===== src/hwj_pkg.sv =====
// Shared types, codes and constants of the window join cell.
package hwj_pkg;

   // Default sizes for the top-level parameters.
   localparam int DefWindowDepth = 16;
   localparam int DefKeyWidth    = 32;

   // Fixed field widths of the item and result channels.
   localparam int WordBits     = 32;
   localparam int ReqDataBits  = 3 * WordBits;
   localparam int RspDataBits  = 3 * WordBits;
   localparam int CsrIndexBits = 2;

   // Configuration register indexes.
   localparam logic [CsrIndexBits-1:0] REG_TIME_BASED    = 2'd0;
   localparam logic [CsrIndexBits-1:0] REG_WINDOW_LENGTH = 2'd1;
   localparam logic [CsrIndexBits-1:0] REG_OFFSET_R      = 2'd2;
   localparam logic [CsrIndexBits-1:0] REG_OFFSET_S      = 2'd3;

   // Result kinds.
   typedef enum logic [1:0] {
      KIND_MATCH = 2'd0,
      KIND_LEFT  = 2'd1,
      KIND_RIGHT = 2'd2
   } hwj_kind_type;

   // One result item.
   typedef struct packed {
      hwj_kind_type        kind;
      logic [WordBits-1:0] key;
      logic [WordBits-1:0] stamp;
      logic [WordBits-1:0] total;
   } hwj_result_type;

   // Commands from the controller to the datapath.
   typedef struct packed {
      logic load;
      logic pop_opp;
      logic probe;
      logic tally;
      logic push;
      logic pop_own;
      logic finish;
   } hwj_cmd_type;

   // Status from the datapath to the controller.
   typedef struct packed {
      logic opp_hit;
      logic own_hit;
      logic own_full;
      logic can_emit;
      logic out_free;
   } hwj_stat_type;

   // Commands and status of one window store.
   typedef struct packed {
      logic pop;
      logic push;
   } hwj_win_cmd_type;

   typedef struct packed {
      logic empty;
      logic full;
   } hwj_win_stat_type;

endpackage


===== src/hwj_win.sv =====
// One FIFO-ordered tuple window with parallel key comparators.
module hwj_win
   import hwj_pkg::*;
#(
   parameter int DEPTH     = DefWindowDepth,
   parameter int KEY_WIDTH = DefKeyWidth
) (
   input  logic                  clock,
   input  logic                  reset,
   input  hwj_win_cmd_type       cmd,
   input  logic [WordBits-1:0]   push_key,
   input  logic [WordBits-1:0]   push_stamp,
   input  logic [WordBits-1:0]   probe_key,
   output logic [WordBits-1:0]   head_key,
   output logic [WordBits-1:0]   head_stamp,
   output hwj_win_stat_type      stat,
   output logic [DEPTH-1:0]      match_vec
);

   localparam int HeadW = $clog2(DEPTH);
   localparam int FillW = $clog2(DEPTH + 1);
   localparam int SumW  = FillW + 1;
   localparam int CmpW  = (KEY_WIDTH < WordBits) ? KEY_WIDTH : WordBits;

   logic [WordBits-1:0] keys_ff   [DEPTH];
   logic [WordBits-1:0] stamps_ff [DEPTH];
   logic [HeadW-1:0]    head_ff, head_in, head_next;
   logic [FillW-1:0]    fill_ff, fill_in;
   logic [SumW-1:0]     tail_sum, tail_wrap;
   logic [HeadW-1:0]    wr_addr;
   logic                full;

   assign full       = (fill_ff == FillW'(DEPTH));
   assign stat.full  = full;
   assign stat.empty = (fill_ff == '0);
   assign head_key   = keys_ff[head_ff];
   assign head_stamp = stamps_ff[head_ff];

   // Next head position, wrapping at the depth.
   assign head_next = (head_ff == HeadW'(DEPTH - 1)) ? '0 : head_ff + 1'b1;

   // Tail slot: head plus fill stays below twice the depth.
   assign tail_sum  = SumW'(head_ff) + SumW'(fill_ff);
   assign tail_wrap = (tail_sum >= SumW'(DEPTH)) ? tail_sum - SumW'(DEPTH) : tail_sum;
   // A full window overwrites its oldest entry, which is evicted at the same time.
   assign wr_addr   = full ? head_ff : tail_wrap[HeadW-1:0];

   // Head and fill update.
   always_comb begin
      head_in = head_ff;
      fill_in = fill_ff;
      if (cmd.pop) begin
         head_in = head_next;
         fill_in = fill_ff - 1'b1;
      end else if (cmd.push) begin
         if (full) begin
            head_in = head_next;
         end else begin
            fill_in = fill_ff + 1'b1;
         end
      end
   end

   always_ff @(posedge clock) begin
      if (reset) begin
         head_ff <= '0;
         fill_ff <= '0;
      end else begin
         head_ff <= head_in;
         fill_ff <= fill_in;
      end
   end

   // Entry storage.
   always_ff @(posedge clock) begin
      if (cmd.push) begin
         keys_ff[wr_addr]   <= push_key;
         stamps_ff[wr_addr] <= push_stamp;
      end
   end

   // One comparator per entry, masked by whether the entry is live.
   for (genvar i = 0; i < DEPTH; i++) begin : g_cmp
      logic [SumW-1:0] age;
      logic            live;
      assign age  = (SumW'(i) >= SumW'(head_ff)) ? SumW'(i) - SumW'(head_ff)
                                                 : SumW'(i) + SumW'(DEPTH) - SumW'(head_ff);
      assign live = (age < SumW'(fill_ff));
      assign match_vec[i] = live && (keys_ff[i][CmpW-1:0] == probe_key[CmpW-1:0]);
   end

endmodule


===== src/hwj_ctrl.sv =====
// Sequencing state machine of the window join cell.
module hwj_ctrl
   import hwj_pkg::*;
(
   input  logic         clock,
   input  logic         reset,
   input  logic         req_tvalid,
   output logic         req_tready,
   input  hwj_stat_type stat,
   output hwj_cmd_type  cmd
);

   typedef enum logic [6:0] {
      ST_IDLE    = 7'b0000001,
      ST_EXP_OPP = 7'b0000010,
      ST_PROBE   = 7'b0000100,
      ST_TALLY   = 7'b0001000,
      ST_PUSH    = 7'b0010000,
      ST_EXP_OWN = 7'b0100000,
      ST_FINISH  = 7'b1000000
   } hwj_state_type;

   hwj_state_type state_ff, state_in;

   assign req_tready = (state_ff == ST_IDLE);

   // Step through expire, probe, count, push, expire, report.
   always_comb begin
      cmd      = '0;
      state_in = state_ff;
      unique case (state_ff)
         ST_IDLE: begin
            if (req_tvalid) begin
               cmd.load = 1'b1;
               state_in = ST_EXP_OPP;
            end
         end
         ST_EXP_OPP: begin
            if (stat.opp_hit) begin
               cmd.pop_opp = stat.can_emit;
            end else begin
               state_in = ST_PROBE;
            end
         end
         ST_PROBE: begin
            cmd.probe = 1'b1;
            state_in  = ST_TALLY;
         end
         ST_TALLY: begin
            cmd.tally = 1'b1;
            state_in  = ST_PUSH;
         end
         ST_PUSH: begin
            // A push into a full window evicts an item, which needs room.
            if (!stat.own_full || stat.can_emit) begin
               cmd.push = 1'b1;
               state_in = ST_EXP_OWN;
            end
         end
         ST_EXP_OWN: begin
            if (stat.own_hit) begin
               cmd.pop_own = stat.can_emit;
            end else begin
               state_in = ST_FINISH;
            end
         end
         ST_FINISH: begin
            if (stat.out_free) begin
               cmd.finish = 1'b1;
               state_in   = ST_IDLE;
            end
         end
         default: begin
            state_in = ST_IDLE;
         end
      endcase
   end

   always_ff @(posedge clock) begin
      if (reset) begin
         state_ff <= ST_IDLE;
      end else begin
         state_ff <= state_in;
      end
   end

endmodule


===== src/hwj_datapath.sv =====
// Datapath: item and configuration registers, windows, counters and result staging.
module hwj_datapath
   import hwj_pkg::*;
#(
   parameter int WINDOW_DEPTH = DefWindowDepth,
   parameter int KEY_WIDTH    = DefKeyWidth
) (
   input  logic                    clock,
   input  logic                    reset,
   input  hwj_cmd_type             cmd,
   output hwj_stat_type            stat,
   input  logic [ReqDataBits-1:0]  req_tdata,
   input  logic                    req_tuser,
   output logic                    rsp_tvalid,
   input  logic                    rsp_tready,
   output logic [RspDataBits-1:0]  rsp_tdata,
   output logic [1:0]              rsp_tuser,
   output logic                    rsp_tlast,
   input  logic                    csr_we,
   input  logic [CsrIndexBits-1:0] csr_index,
   input  logic [WordBits-1:0]     csr_wdata
);

   localparam int CntW = $clog2(WINDOW_DEPTH + 1);
   localparam int LimW = WordBits + 1;

   // Configuration registers.
   logic                time_ff;
   logic [WordBits-1:0] wlen_ff, off_r_ff, off_s_ff;

   // Current item.
   logic                is_s_ff;
   logic [WordBits-1:0] key_ff, stamp_ff, now_ff;

   // Counters.
   logic [WordBits-1:0] r_ctr_ff, s_ctr_ff, match_ff;
   logic [WordBits-1:0] r_ctr_in, s_ctr_in, match_in;

   logic [WINDOW_DEPTH-1:0] match_vec_ff;

   // Result staging: one held result, then the output register.
   hwj_result_type hold_ff, out_ff, new_res;
   logic           hold_v_ff, hold_v_in, out_v_ff, out_v_in, out_last_ff;

   // Window interfaces.
   hwj_win_cmd_type         r_cmd, s_cmd;
   hwj_win_stat_type        r_stat, s_stat;
   logic [WordBits-1:0]     r_head_key, r_head_stamp, s_head_key, s_head_stamp;
   logic [WINDOW_DEPTH-1:0] r_match, s_match;

   logic [WordBits-1:0] opp_head_key, opp_head_stamp, own_head_key, own_head_stamp;
   logic [WordBits-1:0] own_ctr, own_ref, opp_dist, own_dist;
   logic [LimW-1:0]     limit_r, limit_s, opp_limit, own_limit;
   logic                opp_empty, own_empty, own_full, emit, out_free;
   logic [CntW-1:0]     match_cnt;

   // Window commands: the own window is R for an R item, S for an S item.
   assign r_cmd.pop  = (cmd.pop_opp && is_s_ff) || (cmd.pop_own && !is_s_ff);
   assign r_cmd.push = cmd.push && !is_s_ff;
   assign s_cmd.pop  = (cmd.pop_opp && !is_s_ff) || (cmd.pop_own && is_s_ff);
   assign s_cmd.push = cmd.push && is_s_ff;

   hwj_win #(.DEPTH(WINDOW_DEPTH), .KEY_WIDTH(KEY_WIDTH)) u_win_r (
      .clock      (clock),
      .reset      (reset),
      .cmd        (r_cmd),
      .push_key   (key_ff),
      .push_stamp (stamp_ff),
      .probe_key  (key_ff),
      .head_key   (r_head_key),
      .head_stamp (r_head_stamp),
      .stat       (r_stat),
      .match_vec  (r_match)
   );

   hwj_win #(.DEPTH(WINDOW_DEPTH), .KEY_WIDTH(KEY_WIDTH)) u_win_s (
      .clock      (clock),
      .reset      (reset),
      .cmd        (s_cmd),
      .push_key   (key_ff),
      .push_stamp (stamp_ff),
      .probe_key  (key_ff),
      .head_key   (s_head_key),
      .head_stamp (s_head_stamp),
      .stat       (s_stat),
      .match_vec  (s_match)
   );

   // Own and opposite views of the two windows.
   assign opp_head_key   = is_s_ff ? r_head_key   : s_head_key;
   assign opp_head_stamp = is_s_ff ? r_head_stamp : s_head_stamp;
   assign own_head_key   = is_s_ff ? s_head_key   : r_head_key;
   assign own_head_stamp = is_s_ff ? s_head_stamp : r_head_stamp;
   assign opp_empty      = is_s_ff ? r_stat.empty : s_stat.empty;
   assign own_empty      = is_s_ff ? s_stat.empty : r_stat.empty;
   assign own_full       = is_s_ff ? s_stat.full  : r_stat.full;
   assign own_ctr        = is_s_ff ? s_ctr_ff     : r_ctr_ff;

   // Expiry limits are formed one bit wider so they never wrap.
   assign limit_r   = LimW'(wlen_ff) + LimW'(off_r_ff);
   assign limit_s   = LimW'(wlen_ff) + LimW'(off_s_ff);
   assign opp_limit = is_s_ff ? limit_r : limit_s;
   assign own_limit = is_s_ff ? limit_s : limit_r;

   // Head distances, modulo two to the word width.
   assign own_ref  = time_ff ? now_ff : own_ctr;
   assign opp_dist = now_ff - opp_head_stamp;
   assign own_dist = own_ref - own_head_stamp;

   assign out_free      = !out_v_ff || rsp_tready;
   assign stat.opp_hit  = time_ff && !opp_empty && (LimW'(opp_dist) > opp_limit);
   assign stat.own_hit  = !own_empty && (LimW'(own_dist) > own_limit);
   assign stat.own_full = own_full;
   assign stat.out_free = out_free;
   assign stat.can_emit = !hold_v_ff || out_free;

   // A forwarded item comes from an expiry pop or a full-window eviction.
   assign emit = cmd.pop_opp || cmd.pop_own || (cmd.push && own_full);

   always_comb begin
      new_res.total = match_ff;
      if (cmd.pop_opp) begin
         new_res.kind  = is_s_ff ? KIND_LEFT : KIND_RIGHT;
         new_res.key   = opp_head_key;
         new_res.stamp = opp_head_stamp;
      end else begin
         new_res.kind  = is_s_ff ? KIND_RIGHT : KIND_LEFT;
         new_res.key   = own_head_key;
         new_res.stamp = own_head_stamp;
      end
   end

   assign match_cnt = CntW'($countones(match_vec_ff));

   // Match total and arrival counters.
   always_comb begin
      match_in = match_ff;
      r_ctr_in = r_ctr_ff;
      s_ctr_in = s_ctr_ff;
      if (cmd.tally) begin
         match_in = match_ff + WordBits'(match_cnt);
         if (!time_ff) begin
            if (is_s_ff) begin
               s_ctr_in = s_ctr_ff + 1'b1;
            end else begin
               r_ctr_in = r_ctr_ff + 1'b1;
            end
         end
      end
   end

   // Staging valid flags.
   always_comb begin
      hold_v_in = hold_v_ff;
      out_v_in  = out_v_ff && !rsp_tready;
      if (emit) begin
         hold_v_in = 1'b1;
         if (hold_v_ff) begin
            out_v_in = 1'b1;
         end
      end
      if (cmd.finish) begin
         hold_v_in = 1'b0;
         out_v_in  = 1'b1;
      end
   end

   // Control and configuration registers.
   always_ff @(posedge clock) begin
      if (reset) begin
         time_ff   <= 1'b0;
         wlen_ff   <= WordBits'(8);
         off_r_ff  <= '0;
         off_s_ff  <= '0;
         r_ctr_ff  <= '0;
         s_ctr_ff  <= '0;
         match_ff  <= '0;
         hold_v_ff <= 1'b0;
         out_v_ff  <= 1'b0;
      end else begin
         r_ctr_ff  <= r_ctr_in;
         s_ctr_ff  <= s_ctr_in;
         match_ff  <= match_in;
         hold_v_ff <= hold_v_in;
         out_v_ff  <= out_v_in;
         if (csr_we) begin
            unique case (csr_index)
               REG_TIME_BASED:    time_ff  <= csr_wdata[0];
               REG_WINDOW_LENGTH: wlen_ff  <= csr_wdata;
               REG_OFFSET_R:      off_r_ff <= csr_wdata;
               REG_OFFSET_S:      off_s_ff <= csr_wdata;
            endcase
         end
      end
   end

   // Item capture, probe result and count-mode stamping.
   always_ff @(posedge clock) begin
      if (cmd.load) begin
         is_s_ff  <= req_tuser;
         key_ff   <= req_tdata[WordBits-1:0];
         stamp_ff <= req_tdata[2*WordBits-1:WordBits];
         now_ff   <= req_tdata[3*WordBits-1:2*WordBits];
      end else if (cmd.tally && !time_ff) begin
         stamp_ff <= own_ctr;
      end
      if (cmd.probe) begin
         match_vec_ff <= is_s_ff ? r_match : s_match;
      end
   end

   // Result payload: a new item pushes the held one out as not final.
   always_ff @(posedge clock) begin
      if (emit) begin
         hold_ff <= new_res;
         if (hold_v_ff) begin
            out_ff      <= hold_ff;
            out_last_ff <= 1'b0;
         end
      end
      if (cmd.finish) begin
         out_last_ff <= 1'b1;
         if (hold_v_ff) begin
            out_ff <= hold_ff;
         end else begin
            out_ff.kind  <= KIND_MATCH;
            out_ff.key   <= '0;
            out_ff.stamp <= '0;
            out_ff.total <= match_ff;
         end
      end
   end

   assign rsp_tvalid = out_v_ff;
   assign rsp_tdata  = {out_ff.total, out_ff.stamp, out_ff.key};
   assign rsp_tuser  = out_ff.kind;
   assign rsp_tlast  = out_last_ff;

endmodule


===== src/handshake_window_join_cell.sv =====
// Top level of the sliding-window stream join cell.
//
// Items enter on the req_ channel: an R or S tuple with its key, stamp and the
// current time. Each item probes the opposite window, bumps the wrapping match
// total and is appended to its own window; window heads that fall out of range
// are forwarded on the rsp_ channel (R to the left, S to the right). An item
// that forwards nothing yields one match report; tlast marks its final result.
// The user writes configuration via csr_ port only while idle (not enforced).
//
// Sequence: an item passes the sequencer states idle, opposite expiry, probe,
// tally, push, own expiry and finish; a full-window eviction rides on the push
// cycle. The window probe uses one comparator per entry, and expiry pops one
// head per cycle while the result staging has room. A match report enters the
// output register in the finish state. A forwarded tuple is held back until the
// next result of its item appears or the item ends, so that tlast can be set.
// A new item is taken while the previous final result still waits on rsp_.
//
// Reset empties both windows, clears the arrival counters and the match total
// and restores the default configuration. A stalled receiver holds the output
// register, and the sequencer waits whenever a further result has nowhere to go.
module handshake_window_join_cell
   import hwj_pkg::*;
#(
   parameter int WINDOW_DEPTH = DefWindowDepth,
   parameter int KEY_WIDTH    = DefKeyWidth
) (
   input  logic                    clock,
   input  logic                    reset,
   input  logic                    req_tvalid,
   output logic                    req_tready,
   // tuple_key, tuple_stamp, now_time
   input  logic [ReqDataBits-1:0]  req_tdata,
   // req_type
   input  logic                    req_tuser,
   output logic                    rsp_tvalid,
   input  logic                    rsp_tready,
   // out_key, out_stamp, match_total
   output logic [RspDataBits-1:0]  rsp_tdata,
   // result_kind
   output logic [1:0]              rsp_tuser,
   output logic                    rsp_tlast,
   input  logic                    csr_we,
   input  logic [CsrIndexBits-1:0] csr_index,
   input  logic [WordBits-1:0]     csr_wdata
);

   hwj_cmd_type  cmd;
   hwj_stat_type stat;

   hwj_ctrl u_ctrl (
      .clock      (clock),
      .reset      (reset),
      .req_tvalid (req_tvalid),
      .req_tready (req_tready),
      .stat       (stat),
      .cmd        (cmd)
   );

   hwj_datapath #(.WINDOW_DEPTH(WINDOW_DEPTH), .KEY_WIDTH(KEY_WIDTH)) u_datapath (
      .clock      (clock),
      .reset      (reset),
      .cmd        (cmd),
      .stat       (stat),
      .req_tdata  (req_tdata),
      .req_tuser  (req_tuser),
      .rsp_tvalid (rsp_tvalid),
      .rsp_tready (rsp_tready),
      .rsp_tdata  (rsp_tdata),
      .rsp_tuser  (rsp_tuser),
      .rsp_tlast  (rsp_tlast),
      .csr_we     (csr_we),
      .csr_index  (csr_index),
      .csr_wdata  (csr_wdata)
   );

endmodule


===== config.mk =====
export PLATFORM = sky130hd
export DESIGN_NAME = handshake_window_join_cell
export DESIGN_NICKNAME = d
export VERILOG_FILES = /design/src/hwj_pkg.sv /design/src/hwj_win.sv /design/src/hwj_ctrl.sv /design/src/hwj_datapath.sv /design/src/handshake_window_join_cell.sv
export SDC_FILE = /design/constraint.sdc
export NUM_CORES = 2
export LEC_CHECK = 0
export ABC_CLOCK_PERIOD_IN_PS = 28000
export BUFFER_PORTS_ARGS = -buffer_cell sky130_fd_sc_hd__clkbuf_2
export CORE_MARGIN = 5
export CORE_UTILIZATION = 35
export CTS_BUF_LIST = sky130_fd_sc_hd__clkbuf_2
export CTS_CLUSTER_SIZE = 10
export DETAILED_ROUTE_END_ITERATION = 8
export PLACE_DENSITY = 0.57
export REMOVE_ABC_BUFFERS = 1
export SLEW_MARGIN = 20
export SYNTH_ARGS = -nofsm -noshare
export SYNTH_HDL_FRONTEND = slang
export SYNTH_HIERARCHICAL = 1
export SYNTH_SLANG_ARGS = --single-unit
export TNS_END_PERCENT = 30

===== constraint.sdc =====
create_clock -name clock -period 28 [get_ports clock]
set_input_delay 2.8 -clock clock [delete_from_list [all_inputs] [get_ports clock]]
set_output_delay 2.8 -clock clock [all_outputs]
set_load 0.1 [all_outputs]

Word level (Yosys, flattened, before mapping) --
Memories as Yosys holds them, arrays and structs flattened. A register that Yosys moved wholly into a read port is not among the register bits. Index checks and enable logic that the tools add are counted.
Word-level totals: bits in registers 530, memory bits (writable) 2048, input port bits 136, word-level logic and storage cells 432, memories 4
Memories:
- u_datapath.u_win_r.keys_ff | depth 16, width 32, rd ports 17, clocked after memory_dff 1, write ports 1, line hwj_win.sv:25 | logic [WordBits-1:0] keys_ff [DEPTH];
- u_datapath.u_win_r.stamps_ff | depth 16, width 32, rd ports 1, clocked after memory_dff 1, write ports 1, line hwj_win.sv:26 | logic [WordBits-1:0] stamps_ff [DEPTH];
- u_datapath.u_win_s.keys_ff | depth 16, width 32, rd ports 17, clocked after memory_dff 1, write ports 1, line hwj_win.sv:25
- u_datapath.u_win_s.stamps_ff | depth 16, width 32, rd ports 1, clocked after memory_dff 1, write ports 1, line hwj_win.sv:26
Cells by class: $add $sub $neg 94, order comparisons 66, equality and inequality tests 53, muxes and demuxes 102, bitwise gates (word level) 2, reductions and logical operators 83
Operators by type and width (count):
- 32-bit equality test | 32
- 98-bit two-way mux | 4
- 32-bit two-way mux | 8
- 6-bit by 5-bit < comparator with 1-bit output | 32
- 6-bit two-way mux | 30
- 5-bit by 4-bit subtractor with 6-bit output (first input constant) | 30
- 4-bit two-way mux | 20
- 4-bit by 4-bit subtractor with 5-bit output (first input constant) | 16
- 32-bit by 32-bit adder with 33-bit output | 2
- 32-bit by 33-bit > comparator with 1-bit output | 2
- 33-bit two-way mux | 2
- 66-bit two-way mux | 1
- 32-bit by 1-bit adder with 32-bit output (second input constant) | 2
- 32-bit subtractor | 2
- 4-bit >= comparator (first input constant) | 14
- 7-bit one-hot mux with 7 select lines | 1
- 1-bit logical AND | 44
- 3-bit by 4-bit subtractor with 5-bit output (first input constant) | 8
- 5-bit adder | 7
- 7-bit two-way mux | 5
- 32-bit by 5-bit adder with 32-bit output | 1
- 3-bit by 4-bit >= comparator with 1-bit output (first input constant) | 8
- 5-bit two-way mux | 6
- 1-bit two-way mux | 22
- 36 further kinds | 101

Logic depth before layout (Yosys ltp) --
depth after elaboration 13, depth in mapped cells 37, depth with buffers taken out 34

Modules after synthesis --
Netlist, hierarchy kept.
Modules (own cells, without submodules):
- hwj_win at u_datapath.u_win_r | instances 1, cells an instance 2503, area an instance 47157.7 um2
- hwj_win at u_datapath.u_win_s | instances 1, cells an instance 2498, area an instance 47045.1 um2
- hwj_datapath | instances 1, cells an instance 2808, area an instance 29120.4 um2
- hwj_ctrl | instances 1, cells an instance 65, area an instance 505.5 um2

Worst setup path after synthesis --
Ideal clock, no wire load.
path kind reg-to-reg, start register with a tool-made name, end register u_datapath.out_ff, in the netlist u_datapath/rsp_tdata[0], enable pin, setup time 0.452 ns, arrival time 9.969 ns, required time 27.548 ns, slack 17.579 ns, cell stages (with the launch flop) 32, path through dfxtp_1 > clkbuf_1 > buf_1 > mux4_2 > mux4_2 > mux2_2 > ha_1 > inv_1 > fa_1 > a211oi_1 > nor4_1 > a31oi_1 > nand2b_1 > and2_1 > o21ai_0 > a21o_1 > a21oi_1 > xnor2_1 > ha_1 > nand4_1 > nor2_1 > o31a_1 > o21ai_0 > o2111ai_1 > nand4_1 > a211oi_2 > nand2_1 > or4_4 > nor2_1 > a211o_1 > a21oi_1 > inv_1
RTL lines:
- to (signal assigned) | line hwj_datapath.sv:217 | out_ff <= hold_ff;
- to (signal assigned) | line hwj_datapath.sv:224 | out_ff <= hold_ff;
- to (decl) | line hwj_datapath.sv:42 | hwj_result_type hold_ff, out_ff, new_res;

==> results.md <==
* CTS sink count at 2586
* CP required at 29.53 ns
* Multi-input gate area at 46160 µm²
* Netlist cell types at 95
* Die Y at 604.8 µm
* Final WL at 419600 µm
* Root Buffer: clkbuf_2
* Worst Path Max Fanout at 52
* Yosys Warn Count at 6
* GR Overflow Total at 0
* Arrival time of the worst setup path at 13.11 ns
* Final hold vios at 0
* Avg Cell Area, Syn at 15.73 µm²
* Worst hold path type: reg -> reg
* DIE WIDTH at 604.8 µm
* VDD IR-drop max at 0.03598 mV
* Placed cell count at 12615
* Critical Path Max Stage Delay at 0.80 ns
* Hold depth at 2
* Worst Max-Slew Pin Slew at 1.380 ns
* GP Congestion at 0.9168
* Drt wl/cell at 30.40 µm
* CP Capture Type: flip-flop
* Initial antenna violation count at 31
* Global-route wire length before repair at 581200 µm
* Pleak at 46.21 nW
* Vias/cell at 5.543
* DRC Markers at 4
* Ports at 237
* Worst-skew pair later-pin latency at 2.26 ns
* Antenna-violating nets left at 0
* Final period util at 41.35%
* Hpwl dp at 283400 µm
* Final Max Slew Viols at 0
* # resized after CTS at 0
* Nets at 9094
* Layout Cells excl Fill at 13802
* Final core occ at 38.83%
* PwrDens at 58.40 nW/µm²
* Peak Freq at 86.38 MHz
* Largest net degree at the start of global routing at 128
* H-tree lvl count at 6
* RSZ-0062 raised after global routing: no
* Total CTS buffers at 677
* Reg area at 75390 µm²
* Number of I/O port buffers at 236
* Post-CTS Hold Fix Bufs at 0
* Crit Path Class: reg -> reg
* TritonCTS clock tree: built
* Min cycle time layout at 11.58 ns
* Worst-path clk slew at 0.09 ns
* Area Growth Syn to Fin at 10.50%
* Vias at 76499
* R2r worst-path depth at 28
* Synth Instances at 7874
* # setup viols final at 0
* Gr usage total at 22.16%
* Failing checks: DRC
* Clock skew at 0.4184 ns
* Critical Path Most Common Cell: buf_4
* CP max-delay cell: buf_4
* Share of cells above drive strength 1 at 25.15%
* Post-CTS Setup Inserts at 0
* Status: complete, but fails checks
* Post-synthesis async set-or-reset flop share at 0%
* Relative slew slack at 7.130%
* Longest Clk Path Bufs at 4
* Number of global-route vias before repair at 75452
* Core Region at 352400 µm²
* Fillers at 33090
* Startpoint Class: flip-flop
* Main synth FF type: edfxtp_1
* Netlist Area Pre-Place at 123800 µm²
* Post-synth EDFFs at 2357
* R2R Setup Slk at 16.42 ns
* Initial Utilization at 35.14%
* Tot Pwr at 7.991 mW
* Sequential-to-total area share from yosys stat at 60.86%
* Max-cap violation count at 0
* Drt pass-1 iters at 9
* Die area at 365800 µm²
* Initial drt markers at 8800
* Sum Neg Setup Slack at 0 ns
* Row count at 218
* Register bit total from synthesis at 2586
## worst paths after layout
path,startpoint,end
worst max-delay path,flip-flop,u_datapath/rsp_tdata[89]$_DFFE_PP_
worst min-delay path,u_datapath/off_r_ff[10]$_SDFFE_PP0P_,u_datapath/off_r_ff[10]$_SDFFE_PP0P_
worst max register to register,flip-flop,u_datapath/rsp_tdata[89]$_DFFE_PP_
worst min register to register,u_datapath/off_r_ff[10]$_SDFFE_PP0P_,u_datapath/off_r_ff[10]$_SDFFE_PP0P_
## kinds of logic (layout without fill, tap and decap cells)
kind of cell	after synthesis	after routing	synth area share, %
other	4	23	0.01212
AOI/OAI and AO/OA	713	713	3.673
buffers and inverters	544	1723	2.137
muxes	953	953	14.52
and+or+nand+nor	1447	1447	5.971
xor gates and xnor gates	1235	1235	8.735
adders and majority gates	392	392	4.094
DFF	2586	2586	60.86
## synth_stat cells, types with 163 or more instances
cell type  count  area share [%]
edfxtp_1    2357              57
xor2_1       559             4.0
mux2i_1      163             1.3
nand2_1      432             1.3
mux4_2       575              10
a21oi_1      256             1.0
nand4_1      194            0.98
clkbuf_1     191            0.58
xnor2_1      676             4.8
nor2_1       222            0.67
ha_1         370             3.7
dfxtp_1      229             3.7
## critical path, delay by kind of cell (launching register included)
family | cells | cell delay, ns
xor+xnor | 1 | 0.18
simple gates | 6 | 1.25
fa+ha+maj | 2 | 0.71
buf+inv | 6 | 3.85
mux | 3 | 1.39
flops | 1 | 0.68
compound gates | 10 | 2.84
## per-stage QoR
| stage | setup slack (ns) | hold WS, ns | cell area [µm²] |
|---|---|---|---|
| CTS | 16.13 | 0.4673 | 136700 |
| global route | 15.83 | 0.4755 | 136800 |
| detailed placement | 16.09 | 0.4529 | 130700 |
| finish | 16.42 | 0.4632 | 136800 |
| global placement | 16.29 | 0.4468 | 130700 |
| floorplan | 6.587 | 0.4340 | 121700 |
## final cells by class
| cell class | instances | share of cell area (%) |
|---|---|---|
| well taps | 4730 | 4.325 |
| flip-flops and latches | 2586 | 55.10 |
| multi-input cells | 4744 | 33.74 |
| inverters | 149 | 0.4124 |
| repair buffers | 408 | 1.989 |
| diodes | 19 | 0.03475 |
| clock buffers | 960 | 3.511 |
| clock inverters | 206 | 0.8916 |
## placed cells by master, fill, tap and decap left out, drive strengths merged, types with 223 or more instances in the layout
master and instances:
xnor2 676, a21oi 258, nand2 432, dfxtp 229, clkbuf 1196, nor2 223, ha 370, edfxtp 2357
mux4 640, xor2 559
## state kept, by name, indices dropped and copies added (netlist names), 96 cells and up, named ones only
| signal | count |
|---|---|
| u_datapath/hold_ff | 98 |
| u_datapath/u_win_r/keys_ff | 512 |
| u_datapath/u_win_r/stamps_ff | 512 |
| u_datapath/rsp_tdata | 96 |
| u_datapath/u_win_s/stamps_ff | 512 |
| u_datapath/u_win_s/keys_ff | 512 |
## report_power, final
group,internal (mW),leakage (nW),switching [mW]
registers,4.36,23.2,0.106
clock network,1.00,4.57,1.65
logic,0.287,18.5,0.595
## routing by layer
layer	up-vias	share of wire, %	track usage [%]
met3	688	8.0	3.935
li1	32255	-	-
met2	3806	48	36.29
met1	39738	40	29.58
met5	-	0.017	0
met4	12	3.8	8.050
Note: power is estimated with default switching activity, not from simulation.
